--- src/rtl/core/nine_to_eight_bit_packer_macros.svh ---
// Assertion macros for the nine-to-eight bit packer.
// Used by nine_to_eight_bit_packer.sv; expects signals clock and reset in scope.
`ifndef NINE_TO_EIGHT_BIT_PACKER_MACROS_SVH
`define NINE_TO_EIGHT_BIT_PACKER_MACROS_SVH

// check prop at every rising clock edge outside reset
`define NEBP_ASSERT(lbl, prop, msg) \
   lbl: assert property (@(posedge clock) disable iff (reset) prop) else $error(msg);

// check prop at every rising clock edge, reset included
`define NEBP_ASSERT_ALWAYS(lbl, prop, msg) \
   lbl: assert property (@(posedge clock) prop) else $error(msg);

`endif

--- src/rtl/core/nebp_pkg.sv ---
// Package for the nine-to-eight bit packer: constants and the result type.
// No dependencies.
`default_nettype none

package nebp_pkg;

   localparam int unsigned WordWidth  = 16;
   localparam int unsigned InBits     = 9;
   localparam int unsigned OutBits    = 8;
   localparam int unsigned PendWidth  = InBits - 2;
   localparam int unsigned CountWidth = 3;
   localparam int unsigned AccWidth   = PendWidth + InBits;
   localparam int unsigned ResDepth   = 2;
   localparam int unsigned ResCntW    = $clog2(ResDepth + 1);

   typedef struct packed {
      logic [OutBits-1:0] byte_out;
      logic               byte_valid;
      logic               range_error;
      logic               run_last;
      logic               stream_done;
   } result_type;

endpackage

`default_nettype wire

--- src/rtl/core/nine_to_eight_bit_packer.sv ---
// Nine-to-eight bit packer: input register, packing logic, result buffer, output register.
// Depends on nebp_pkg and nine_to_eight_bit_packer_macros.svh.
//
// Usage:
//   req_ channel takes one 16-bit word per transaction (req_word_in, req_end_of_stream).
//   Values below 512 are packed MSB-first; complete bytes leave on the rsp_ channel,
//   one result per transaction. The word marked end of stream flushes any leftover
//   bits as one byte, zero-padded at the bottom.
//   A word of 512 or more gives one error result and the stream is dropped up to and
//   including its end marker, which then gives no result.
// Path: an accepted word goes through the input register, the result buffer and the output
//   register to rsp_. Throughput: one result per cycle while rsp_ready is high; a word
//   gives at most two results, so the single result port and two-entry buffer set the word rate.
// Reset: synchronous, active high; clears pending bits, the abort flag, the buffer count and
//   the input and output valid flags; req_ready is high in reset from its first clock edge on.
// Stall: while rsp_ready is low the output register holds its result, the buffer and
//   input register fill, and req_ready falls; nothing is lost.
`default_nettype none
`include "nine_to_eight_bit_packer_macros.svh"

module nine_to_eight_bit_packer
   import nebp_pkg::*;
(
   input  wire logic                 clock,
   input  wire logic                 reset,
   input  wire logic                 req_valid,
   output logic                      req_ready,
   input  wire logic [WordWidth-1:0] req_word_in,
   input  wire logic                 req_end_of_stream,
   output logic                      rsp_valid,
   input  wire logic                 rsp_ready,
   output logic [OutBits-1:0]        rsp_byte_out,
   output logic                      rsp_byte_valid,
   output logic                      rsp_range_error,
   output logic                      rsp_run_last,
   output logic                      rsp_stream_done
);

   logic                  in_valid_ff, in_valid_in;
   logic [WordWidth-1:0]  in_word_ff;
   logic                  in_eos_ff;

   logic [PendWidth-1:0]  pend_bits_ff, pend_bits_in;
   logic [CountWidth-1:0] pend_cnt_ff, pend_cnt_in;
   logic                  aborted_ff, aborted_in;

   result_type            buf_ff [ResDepth];
   logic [ResCntW-1:0]    cnt_ff, cnt_in;

   result_type            rsp_ff;
   logic                  rsp_valid_ff, rsp_valid_in;

   logic                  out_load, b_free, a_fire, req_fire;

   result_type            new_res [ResDepth];
   logic [ResCntW-1:0]    new_cnt;

   logic [AccWidth-1:0]   acc;
   logic [3:0]            shift;
   logic [OutBits-1:0]    first_byte;
   logic [CountWidth-1:0] rem_len;
   logic [PendWidth-1:0]  rem_mask, rem_bits;
   logic [AccWidth-1:0]   flush_wide;
   logic                  full_pend;

   // handshake
   assign out_load  = (!rsp_valid_ff || rsp_ready) && (cnt_ff != '0);
   assign b_free    = (cnt_ff == '0) || ((cnt_ff == ResCntW'(1)) && out_load);
   assign a_fire    = in_valid_ff && b_free;
   assign req_ready = !in_valid_ff || a_fire;
   assign req_fire  = req_valid && req_ready;

   // packing
   always_comb begin
      acc        = {pend_bits_ff, in_word_ff[InBits-1:0]};
      shift      = {1'b0, pend_cnt_ff} + 4'd1;
      first_byte = OutBits'(acc >> shift);
      full_pend  = (pend_cnt_ff == CountWidth'(PendWidth));
      rem_len    = full_pend ? '0 : pend_cnt_ff + CountWidth'(1);
      rem_mask   = PendWidth'((8'd1 << rem_len) - 8'd1);
      rem_bits   = acc[PendWidth-1:0] & rem_mask;
      flush_wide = AccWidth'(rem_bits) << (4'd8 - {1'b0, rem_len});

      for (int i = 0; i < ResDepth; i++) begin
         new_res[i] = '0;
      end
      new_cnt      = '0;
      pend_bits_in = pend_bits_ff;
      pend_cnt_in  = pend_cnt_ff;
      aborted_in   = aborted_ff;

      if (a_fire) begin
         if (aborted_ff) begin
            if (in_eos_ff) begin
               pend_bits_in = '0;
               pend_cnt_in  = '0;
               aborted_in   = 1'b0;
            end
         end else if (in_word_ff[WordWidth-1:InBits] != '0) begin
            new_res[0].range_error = 1'b1;
            new_res[0].run_last    = 1'b1;
            new_res[0].stream_done = in_eos_ff;
            new_cnt      = ResCntW'(1);
            pend_bits_in = '0;
            pend_cnt_in  = '0;
            aborted_in   = !in_eos_ff;
         end else begin
            new_res[0].byte_out   = first_byte;
            new_res[0].byte_valid = 1'b1;
            if (full_pend || in_eos_ff) begin
               new_res[1].byte_out    = full_pend ? acc[OutBits-1:0] : flush_wide[OutBits-1:0];
               new_res[1].byte_valid  = 1'b1;
               new_res[1].run_last    = 1'b1;
               new_res[1].stream_done = in_eos_ff;
               new_cnt = ResCntW'(2);
            end else begin
               new_res[0].run_last = 1'b1;
               new_cnt = ResCntW'(1);
            end
            if (in_eos_ff) begin
               pend_bits_in = '0;
               pend_cnt_in  = '0;
            end else begin
               pend_bits_in = rem_bits;
               pend_cnt_in  = rem_len;
            end
         end
      end
   end

   always_comb begin
      in_valid_in = req_fire || (in_valid_ff && !a_fire);
      if (a_fire) begin
         cnt_in = new_cnt;
      end else if (out_load) begin
         cnt_in = cnt_ff - ResCntW'(1);
      end else begin
         cnt_in = cnt_ff;
      end
      rsp_valid_in = out_load || (rsp_valid_ff && !rsp_ready);
   end

   always_ff @(posedge clock) begin
      if (reset) begin
         in_valid_ff  <= 1'b0;
         pend_bits_ff <= '0;
         pend_cnt_ff  <= '0;
         aborted_ff   <= 1'b0;
         cnt_ff       <= '0;
         rsp_valid_ff <= 1'b0;
      end else begin
         in_valid_ff  <= in_valid_in;
         pend_bits_ff <= pend_bits_in;
         pend_cnt_ff  <= pend_cnt_in;
         aborted_ff   <= aborted_in;
         cnt_ff       <= cnt_in;
         rsp_valid_ff <= rsp_valid_in;
      end
   end

   always_ff @(posedge clock) begin
      if (req_fire) begin
         in_word_ff <= req_word_in;
         in_eos_ff  <= req_end_of_stream;
      end
      if (a_fire) begin
         buf_ff[0] <= new_res[0];
         buf_ff[1] <= new_res[1];
      end else if (out_load) begin
         buf_ff[0] <= buf_ff[1];
      end
      if (out_load) begin
         rsp_ff <= buf_ff[0];
      end
   end

   assign rsp_valid       = rsp_valid_ff;
   assign rsp_byte_out    = rsp_ff.byte_out;
   assign rsp_byte_valid  = rsp_ff.byte_valid;
   assign rsp_range_error = rsp_ff.range_error;
   assign rsp_run_last    = rsp_ff.run_last;
   assign rsp_stream_done = rsp_ff.stream_done;

   `NEBP_ASSERT(a_buf_bound, cnt_ff <= ResCntW'(ResDepth), "result buffer overfilled")
   `NEBP_ASSERT(a_eos_clears, (a_fire && in_eos_ff) |=> (pend_cnt_ff == '0 && !aborted_ff), "end of stream left state behind")
   `NEBP_ASSERT(a_abort_empty, aborted_ff |-> (pend_cnt_ff == '0), "pending bits kept while aborted")
   `NEBP_ASSERT(a_err_shape, (rsp_valid_ff && rsp_ff.range_error) |-> (rsp_ff.run_last && !rsp_ff.byte_valid), "malformed error result")

endmodule

`default_nettype wire

--- config.mk ---
export PLATFORM = sky130hd
export DESIGN_NAME = nine_to_eight_bit_packer
export DESIGN_NICKNAME = d
export VERILOG_FILES = /design/src/rtl/core/nebp_pkg.sv /design/src/rtl/core/nine_to_eight_bit_packer.sv
export VERILOG_INCLUDE_DIRS = /design/src /design/src/rtl/core
export SDC_FILE = /design/constraint.sdc
export NUM_CORES = 1
export LEC_CHECK = 0
export BUFFER_PORTS_ARGS = -buffer_cell sky130_fd_sc_hd__buf_2
export CORE_MARGIN = 2
export CORE_UTILIZATION = 63
export CTS_BUF_LIST = sky130_fd_sc_hd__clkbuf_16
export DETAILED_ROUTE_END_ITERATION = 12
export GPL_TIMING_DRIVEN = 0
export MAX_ROUTING_LAYER = met4
export PLACE_DENSITY = 0.95
export SYNTH_ARGS = -nofsm -noshare
export SYNTH_HDL_FRONTEND = slang
export SYNTH_SLANG_ARGS = --single-unit
--- constraint.sdc ---
create_clock -name clock -period 6.82 [get_ports clock]
set_input_delay 1.023 -clock clock [delete_from_list [all_inputs] [get_ports clock]]
set_output_delay 1.023 -clock clock [all_outputs]
set_load 0.1 [all_outputs]
==> impl_metrics.json, run 1 <==
{
  "crit_start": "pend_cnt_ff[0]",
  "ys.flop_type": "edfxtp_1",
  "clk_pin_slew_ns": 0.05,
  "post_cts_buffers": 0,
  "rsz0062_at_grt": "no",
  "placed_cells": 389,
  "drc": 0,
  "dr.max_layer_used": "met4",
  "place.gp.congestion": 0.959,
  "setup_viol": 0,
  "dieWidth_um": 76.6,
  "netlist_area_sq_mm": 0.00332,
  "crit_arrival_ns": 3.41,
  "crit_path_max_incr_delay_ns": 0.46,
  "start_kind": "flop",
  "htree_num_levels": 3,
  "cts_sinks": 66,
  "yosys_warnings": 0,
  "finalCriticalPeriod_ns": 3.31,
  "grt_pass1_wl_mm": 11.4,
  "grt_overflow": 0,
  "layout_common_cells": "edfxtp_1 (51), buf_2 (36), nor2_1 (28), nand2_1 (28), mux2i_1 (16)",
  "ir_drop_mv": 0.316,
  "hold_class": "flop to flop",
  "clock_latency_ns": 0.33,
  "core_area_sq_mm": 0.00511,
  "worst_pin_slew_ns": 1.37,
  "numPortBuffers": 34,
  "wl_met1_mm": 2.67,
  "p_switching_uw": 654,
  "die_h_um": 76.6,
  "routed-wl-met3_um": 567,
  "cap_violations": 0,
  "outcome": "complete, no violations",
  "slew_violations": 0,
  "path_cells": "clkbuf_1, inv_1, ha_1, clkbuf_1, nand2_1, ha_1, nor2b_1, mux2i_1, o21ai_0, a22oi_1, a2111oi_2",
  "wl_met2_mm": 3.58,
  "rrSetupSlack_ns": 3.51,
  "dr.pass1.iters": 5,
  "postSynthCellCount": 285,
  "dr_total_vias": 2492,
  "cts_tree": "yes",
  "ant_nets": 0,
  "final_common_cell": "edfxtp_1",
  "cts_root_buf": "clkbuf_16",
  "globalRouteTotalUtil_pct": 26.2,
  "min_from": "buf_ff[0][10]",
  "swShare_pct": 40.5,
  "drive_gt1_share_pct": 20.6,
  "first_global_vias": 2425,
  "synth.avg_cell_area_sq_um": 11.6,
  "yosysUniqueCellTypes": 44,
  "synth_edf_count": 51,
  "combPwrFrac_pct": 33.3,
  "p_int_uw": 961,
  "place_hpwl_mm": 4.98,
  "finalNonFillerCells": 405,
  "cts_inserted_buffers": 9,
  "ioPinCount": 35,
  "initial_utilization_pct": 65.0,
  "finClkSkew_ns": 0.00716,
  "rr_startpoint": "pend_cnt_ff[0]",
  "fillCellCount": 334,
  "nets": 363,
  "cts_hold_buffers": 0,
  "power.density_mw_per_mm2": 417,
  "routed_wirelength_mm": 7.01,
  "critPathKind": "flop to flop",
  "die-area_sq_mm": 0.00587,
  "worst_setup_path_end_kind": "flop",
  "cts_buffer_depth": 2,
  "p_leak_uw": 0.00140,
  "hold_violations": 0,
  "postCtsResizedCells": 0,
  "setup-tns-final_ns": 0,
  "vias_per_cell": 6.15,
  "fmax_mhz": 303,
  "seq_area_frac_synth_pct": 55.2,
  "syn_nets": 318,
  "pwr-share-clk_pct": 27.6,
  "power_frac_seq_pct": 39.1,
  "area_growth_pct": 16.7,
  "antenna_found_initial": 0,
  "grt_max_degree": 20,
  "first_iter_violations": 226,
  "ys_ff_latch": 66,
  "worst_slew_margin_rel_pct": 8.02,
  "wl_per_cell_um": 17.3,
  "n_antenna_cell": 0,
  "required_ns": 6.92,
  "synthArstFlopShare_pct": 0,
  "critPathSlowestCell": "clkbuf_1",
  "num_rows": 26,
  "fin_crit_sh_pct": 48.5,
  "crit_fanout": 9
}
state kept, by name, summed over array words and instances, names as in the netlist:
register         count
in_eos_ff            1
rsp_range_error      1
rsp_byte_valid       1
pend_cnt_ff          3
in_valid_ff          1
rsp_stream_done      1
pend_bits_ff         7
rsp_valid            1
cnt_ff               2
in_word_ff          16
rsp_run_last         1
aborted_ff           1
buf_ff              22
rsp_byte_out         8
per-layer routing:
| layer | vias to the layer above | global-route usage, % |
|---|---|---|
| li1 | 1168 | - |
| met1 | 1167 | 30.7 |
| met2 | 136 | 43.4 |
| met3 | 21 | 5.57 |
| met4 | 0 | 12.4 |
| met5 | - | - |
critical path: cells and delay by family (launching register included):
| family | cells | cell delay, ns |
|---|---|---|
| buf+inv | 3 | 0.94 |
| fa+ha+maj | 2 | 0.50 |
| compound gates | 3 | 0.63 |
| simple gates | 2 | 0.42 |
| flops | 1 | 0.38 |
| mux | 1 | 0.21 |
cell usage after synthesis (4+ instances only):
cell type | instances | share of area [%]
mux4_2 | 8 | 5.4
clkbuf_1 | 14 | 1.6
ha_1 | 12 | 4.5
edfxtp_1 | 51 | 46
a22oi_1 | 8 | 1.8
mux2i_1 | 16 | 4.8
nand3_1 | 5 | 0.75
a21oi_1 | 14 | 2.1
o21ai_0 | 15 | 2.3
nand2b_1 | 4 | 0.75
nor2_1 | 28 | 3.2
nand2_1 | 28 | 3.2
nor2b_1 | 6 | 1.1
dfxtp_1 | 15 | 9.0
and2_1 | 4 | 0.75
inv_1 | 8 | 0.90
o211ai_1 | 4 | 0.90
a32oi_1 | 5 | 1.3
area by class of cell:
cell class                      count  area (sq um)  area share, %
Buffer                             18          77.6           2.00
Clock buffer                        9           225           5.82
Clock inverter                      7          70.1           1.81
Inverter                            8          30.0          0.775
Multi-Input combinational cell    193          1380           35.6
Sequential cell                    66          1830           47.3
Tap cell                           70          87.6           2.26
Timing Repair Buffer               34           170           4.39
power groups by stage:
stage / sequential, uW / combinational, uW / clock, uW
detailed placement: 639 / 531 / 0
floorplan: 925 / 149 / 0
global placement: 632 / 516 / 0
finish: 631 / 538 / 445
global route: 642 / 561 / 466
CTS: 633 / 538 / 447
worst paths after layout:
path,end,cells past startpoint
max,buf_ff[1][9],11
min,rsp_byte_out[6],0
max reg2reg,buf_ff[1][9],11
min reg2reg,rsp_byte_out[6],0
kinds of logic (layout without fill, tap and decap cells):
logic type                 count (synthesis)  after routing  share of synthesized area, %
DFF                                       66             66                          55.2
AOI/OAI and AO/OA                         65             65                          12.9
adders and majority gates                 12             12                          4.52
and+or+nand+nor                           90             90                          13.4
buffers and inverters                     26             76                          3.24
xor gates and xnor gates                   2              2                         0.528
muxes                                     24             24                          10.3
per-stage QoR:
step | worst slack, ns | utilization (%) | power [uW] | instance area, sq um | hold slack [ns]
detailed placement | 3.46 | 70.0 | 1170 | 3580 | 0.405
global route | 3.32 | 75.8 | 1670 | 3870 | 0.431
CTS | 3.57 | 75.8 | 1620 | 3870 | 0.420
finish | 3.51 | 75.8 | 1620 | 3870 | 0.419
floorplan | 3.86 | - | 1070 | 3320 | 0.400
global placement | 3.58 | 70.0 | 1150 | 3580 | 0.402
Power figures use the tool's default switching activity.
==> run 2: changes to the inputs <==
Settings changed: ABC_AREA from default to 1, CORE_UTILIZATION 63 to 53, PLACE_DENSITY 0.95 to 0.86.
Clock period 6.82 ns to 2.73 ns, I/O delays scaled along.
==> impl_metrics.json, run 2 <==
{
  "seq_area_frac_synth_pct": 54.5,
  "postSynthCellCount": 381,
  "die_h_um": 83.6,
  "setup-tns-final_ns": 0,
  "p_leak_uw": 0.00171,
  "nets": 457,
  "clock_latency_ns": 0.33,
  "first_global_vias": 2545,
  "yosysTopAreaCellShare_pct": 45.6,
  "place_hpwl_mm": 5.16,
  "crit_fanout": 9,
  "worst_pin_slew_ns": 0.762,
  "worst_setup_path_end_kind": "flop",
  "synthMuxAreaShare_pct": 0,
  "place.gp.congestion": 0.886,
  "postCtsResizedCells": 2,
  "crit_arrival_ns": 2.81,
  "antenna_found_initial": 0,
  "fillCellCount": 509,
  "first_iter_violations": 242,
  "netlist_area_sq_mm": 0.00336,
  "routed_wirelength_mm": 7.09,
  "setup_viol": 0,
  "ioPinCount": 35,
  "grt_pass1_wl_mm": 11.4,
  "grt_overflow": 0,
  "rrSetupSlack_ns": 0.11,
  "min_from": "req_word_in[11]",
  "ys_ff_latch": 66,
  "yosysUniqueCellTypes": 32,
  "post_cts_buffers": 0,
  "final_common_cell": "nand2_1",
  "synth_compound_area_share_pct": 11.8,
  "worst_slack_ns": 0.105,
  "area_growth_pct": 17.8,
  "globalRouteTotalUtil_pct": 21.5,
  "yosys_warnings": 0,
  "required_ns": 2.92,
  "seq_area_sq_mm": 0.00184,
  "hold_class": "input pin to flop",
  "cts_sinks": 66,
  "synthArstFlopShare_pct": 0,
  "clk_pin_slew_ns": 0.05,
  "outcome": "complete, no violations",
  "cts_tree": "yes",
  "synth_xor_area_share_pct": 0,
  "regMostFlops": "buf_ff",
  "cts_root_buf": "clkbuf_16",
  "wl_per_cell_um": 14.0,
  "syn_nets": 414,
  "slew_violations": 0,
  "ir_drop_mv": 1.08,
  "cts_hold_buffers": 0,
  "cts_inserted_buffers": 9,
  "rr_startpoint": "pend_cnt_ff[0]",
  "hold_violations": 0,
  "worst_slew_margin_rel_pct": 49.2,
  "r2r-end": "buf_ff[1][9]",
  "ff2ff_path_depth": 12,
  "finalCriticalPeriod_ns": 2.62,
  "synth_common_cells": "nand2_1 (114), edfxtp_1 (51), inv_1 (40)",
  "yosysMostFrequentCell": "nand2_1",
  "synth_top_family_by_area": "simple AND/OR/NAND/NOR gates",
  "drc": 0,
  "grt_max_degree": 18,
  "whs_path_depth": 1,
  "layout_common_cells": "nand2_1 (114), edfxtp_1 (51), inv_1 (42), buf_2 (35), nand3_1 (27)",
  "die-area_sq_mm": 0.00699,
  "num_rows": 29,
  "finClkSkew_ns": 0.00647,
  "multi_input_area_sq_mm": 0.00133,
  "cap_violations": 0,
  "fmax_mhz": 381,
  "dr_total_vias": 2781,
  "fin_crit_sh_pct": 96.2,
  "hold_end": "in_word_ff[11]",
  "ys.flop_type": "edfxtp_1",
  "power.density_mw_per_mm2": 1010,
  "start_kind": "flop",
  "n_antenna_cell": 0,
  "htree_num_levels": 3,
  "yosysTopAreaCell": "edfxtp_1",
  "initial_utilization_pct": 53.8,
  "core_area_sq_mm": 0.00624,
  "preCtsSetupSlack_ns": -0.0755,
  "synthSimpleGateAreaFrac_pct": 22.5,
  "ant_nets": 0,
  "critPathKind": "flop to flop",
  "largest_reg_flops": 22,
  "synthAdderAreaFrac_pct": 4.47,
  "dr.pass1.iters": 5,
  "drive_gt1_share_pct": 17.2,
  "numPortBuffers": 33,
  "dieWidth_um": 83.6,
  "cts_buffer_depth": 2,
  "vias_per_cell": 5.50,
  "yosys-top-cells-area": "edfxtp_1 (46%), nand2_1 (13%), dfxtp_1 (8.9%)",
  "rsz0062_at_grt": "no",
  "synth_edf_count": 51,
  "synth.avg_cell_area_sq_um": 8.81
}
-- run 2: cell count changes after synthesis, sizes merged, moves of 8 or more --
cell    change
a21oi      +14
a22oi       -8
clkbuf     -10
inv        +37
mux2i      -16
mux4        -8
nand2      +88
nand3      +23
o21ai      +10
-- run 2: worst max path at each step --
stage / slack (ns) / cells after the start / startpoint / to
6_report: 0.11 / 12 / pend_cnt_ff[0] / buf_ff[1][9]
2_1_floorplan: 0.30 / 12 / pend_cnt_ff[0] / buf_ff[1][9]
4_1_cts: 0.0005 / 12 / pend_cnt_ff[0] / buf_ff[1][9]
3_5_place_dp: -0.08 / 12 / pend_cnt_ff[0] / buf_ff[1][9]
3_3_place_gp: -0.02 / 12 / pend_cnt_ff[0] / buf_ff[1][9]
5_1_grt: 0.003 / 12 / pend_cnt_ff[0] / buf_ff[1][9]
-- run 2: power by group --
part           internal (uW)  total, uW  switching [uW]  leakage [uW]
registers               1470       1560            97.1      0.000618
clock network            790       1200             406      0.000160
logic                    204       1240            1040      0.000935
total                   2460       4000            1540       0.00171
-- run 2: cell families (layout without fill, tap and decap cells) --
kind of cell | count (synthesis) | in the layout
and+or+nand+nor | 177 | 177
AOI/OAI and AO/OA | 71 | 71
buffers and inverters | 55 | 103
adders and majority gates | 12 | 12
DFF | 66 | 66
-- run 2: final cells by class --
class                   count  share of cell area (%)
plain buffers               8                    1.20
clock buffers               9                    5.69
clock inverters             7                    2.15
inverters                  46                    4.36
multi-input cells         260                    33.6
flip-flops and latches     66                    46.4
well taps                  77                    2.44
repair buffers             33                    4.17
-- run 2: worst max-delay path, stage by stage (launching register included) --
cell,delay (ns)
dfxtp_4,0.39
ha_1,0.25
ha_4,0.32
inv_2,0.07
ha_1,0.23
inv_1,0.09
ha_1,0.25
nor2_1,0.19
o21ai_1,0.11
or2_1,0.24
a21oi_1,0.14
nand2_1,0.08
a21oi_2,0.13
-- run 2: metal layers --
layer | GRT usage, % | vias to the layer above | share of wire, %
met5 | - | - | 0
met4 | 11.6 | 0 | 3.8
met3 | 4.85 | 26 | 6.7
met2 | 34.3 | 125 | 49
met1 | 25.3 | 1267 | 41
li1 | - | 1363 | -
-- run 2: metrics by stage --
stage	std cells	total power [uW]	hold slack (ns)	cell area [sq um]	util (%)
after global placement	491	2770	0.401	3620	58.1
after detailed placement	491	2820	0.405	3620	58.1
after CTS	506	4010	0.250	3930	63.0
after global routing	506	4150	0.251	3960	63.4
after floorplan	381	2590	0.400	3360	-
final	506	4000	0.252	3960	63.4
==> run 3: changes to the inputs <==
Clock period 2.73 ns to 2.4 ns, I/O delays scaled along.
==> impl_metrics.json, run 3 (same netlist as run 2, synthesis figures left out) <==
{
  "outcome": "complete, no violations",
  "grt_pass1_wl_mm": 11.6,
  "worst_setup_path_end_kind": "flop",
  "hold_violations": 0,
  "htree_num_levels": 3,
  "critPathKind": "flop to flop",
  "n_antenna_cell": 0,
  "wl_per_cell_um": 13.5,
  "numPortBuffers": 33,
  "preCtsSetupSlack_ns": -0.242,
  "cts_inserted_buffers": 9,
  "worst_slack_ns": 0.103,
  "largest_reg_flops": 22,
  "power.density_mw_per_mm2": 1100,
  "regMostFlops": "buf_ff",
  "crit_buf_inv": 3,
  "drc": 0,
  "min_from": "req_word_in[13]",
  "cp_top_family": "adder cells",
  "cts_hold_buffers": 0,
  "cts_tree": "yes",
  "holdWs_ns": 0.206,
  "grt_max_degree": 18,
  "crit_top_cell": "nand2_1",
  "p_total_uw": 4440,
  "place_hpwl_mm": 5.02,
  "die-area_sq_mm": 0.00699,
  "clock_latency_ns": 0.33,
  "p_leak_uw": 0.00172,
  "first_iter_violations": 223,
  "required_ns": 2.47,
  "ant_nets": 0,
  "place.gp.congestion": 0.881,
  "worst_slew_margin_rel_pct": 48.2,
  "critPathSlowestCell": "dfxtp_4",
  "num_rows": 29,
  "fmax_mhz": 435,
  "rr_startpoint": "pend_cnt_ff[1]",
  "finalCriticalPeriod_ns": 2.30,
  "crit_start": "pend_cnt_ff[1]",
  "start_kind": "flop",
  "drive_gt1_share_pct": 20.3,
  "hold_class": "input pin to flop",
  "ioPinCount": 35,
  "crit_arrival_ns": 2.37,
  "first_global_vias": 2584,
  "grt_overflow": 0,
  "routed_wirelength_mm": 6.89,
  "cts_root_buf": "clkbuf_16",
  "dieWidth_um": 83.6,
  "utilization_pct": 64.6,
  "cap_violations": 0,
  "slew_violations": 0,
  "layout_common_cells": "nand2_1 (114), edfxtp_1 (51), inv_1 (38), buf_2 (35), nand3_1 (27)",
  "cts_sinks": 66,
  "vias_per_cell": 5.35,
  "cts_buffer_depth": 2,
  "clk_pin_slew_ns": 0.05,
  "area_growth_pct": 20.0,
  "path_cells": "ha_4, ha_4, inv_2, ha_4, inv_2, ha_4, inv_1, nand2_1, nand3_1, nand2_1, nand2_1, nand2_1, nand3_1, nand2_1, nand2_1, a21oi_1",
  "dr_total_vias": 2727,
  "setup_viol": 0,
  "die_h_um": 83.6,
  "core_area_sq_mm": 0.00624,
  "ir_drop_mv": 1.09,
  "finClkSkew_ns": 0.00628,
  "crit_fanout": 7,
  "fin_crit_sh_pct": 95.7,
  "initial_utilization_pct": 53.8,
  "rsz0062_at_grt": "no",
  "crit_path_max_incr_delay_ns": 0.38,
  "nets": 461,
  "globalRouteTotalUtil_pct": 21.6,
  "final_common_cell": "nand2_1",
  "antenna_found_initial": 0,
  "worst_pin_slew_ns": 0.777,
  "dr.pass1.iters": 5
}
## run 3: changes by cell type in the layout (fill, tap and decap cells not counted), moves of 2 or more
cell        delta
ha_1           -4
ha_4           +4
buf_4          +4
inv_1          -4
clkinvlp_4     +2
## run 3: layout make-up
| type | instances | area, sq um |
|---|---|---|
| clock buffers | 9 | 225 |
| multi-input cells | 260 | 1380 |
| plain buffers | 8 | 47.5 |
| flip-flops and latches | 66 | 1840 |
| well taps | 77 | 96.3 |
| repair buffers | 37 | 195 |
| clock inverters | 7 | 68.8 |
| fillers | 499 | 2210 |
| inverters | 46 | 176 |
## run 3: power breakdown
group / internal [uW] / switching [uW] / total [uW]
clock: 800 / 464 / 1260
sequential: 1670 / 106 / 1770
combinational: 231 / 1170 / 1410
total: 2700 / 1750 / 4440
## run 3: what timing repair did
action,in CTS,in global routing
buffers inserted,4,0
setup endpoints to repair,33,7
pin swaps,2,1
gates resized for setup,8,11
## run 3: final timing paths
kind | endpoint | slack, ns | depth (start not counted)
worst min register to register | rsp_byte_out[5] | 0.42 | 0
worst min-delay path | in_word_ff[13] | 0.21 | 1
worst max-delay path | buf_ff[1][11] | 0.10 | 16
worst max register to register | buf_ff[1][11] | 0.10 | 16
## run 3: stage by stage
stage / cell area [sq um] / setup TNS, ns / std cells
6_report: 4030 / 0 / 510
5_1_grt: 4030 / 0 / 510
4_1_cts: 3980 / 0 / 510
3_5_place_dp: 3630 / -6.12 / 491
3_3_place_gp: 3630 / -1.91 / 491
2_1_floorplan: 3370 / 0 / 381
## run 3: layer usage
metal,global-route usage (%),wire length [um],vias up
met3,4.45,422,19
li1,-,-,1370
met2,35.2,3470,117
met5,-,0,-
met1,25.0,2770,1221
met4,11.7,232,0
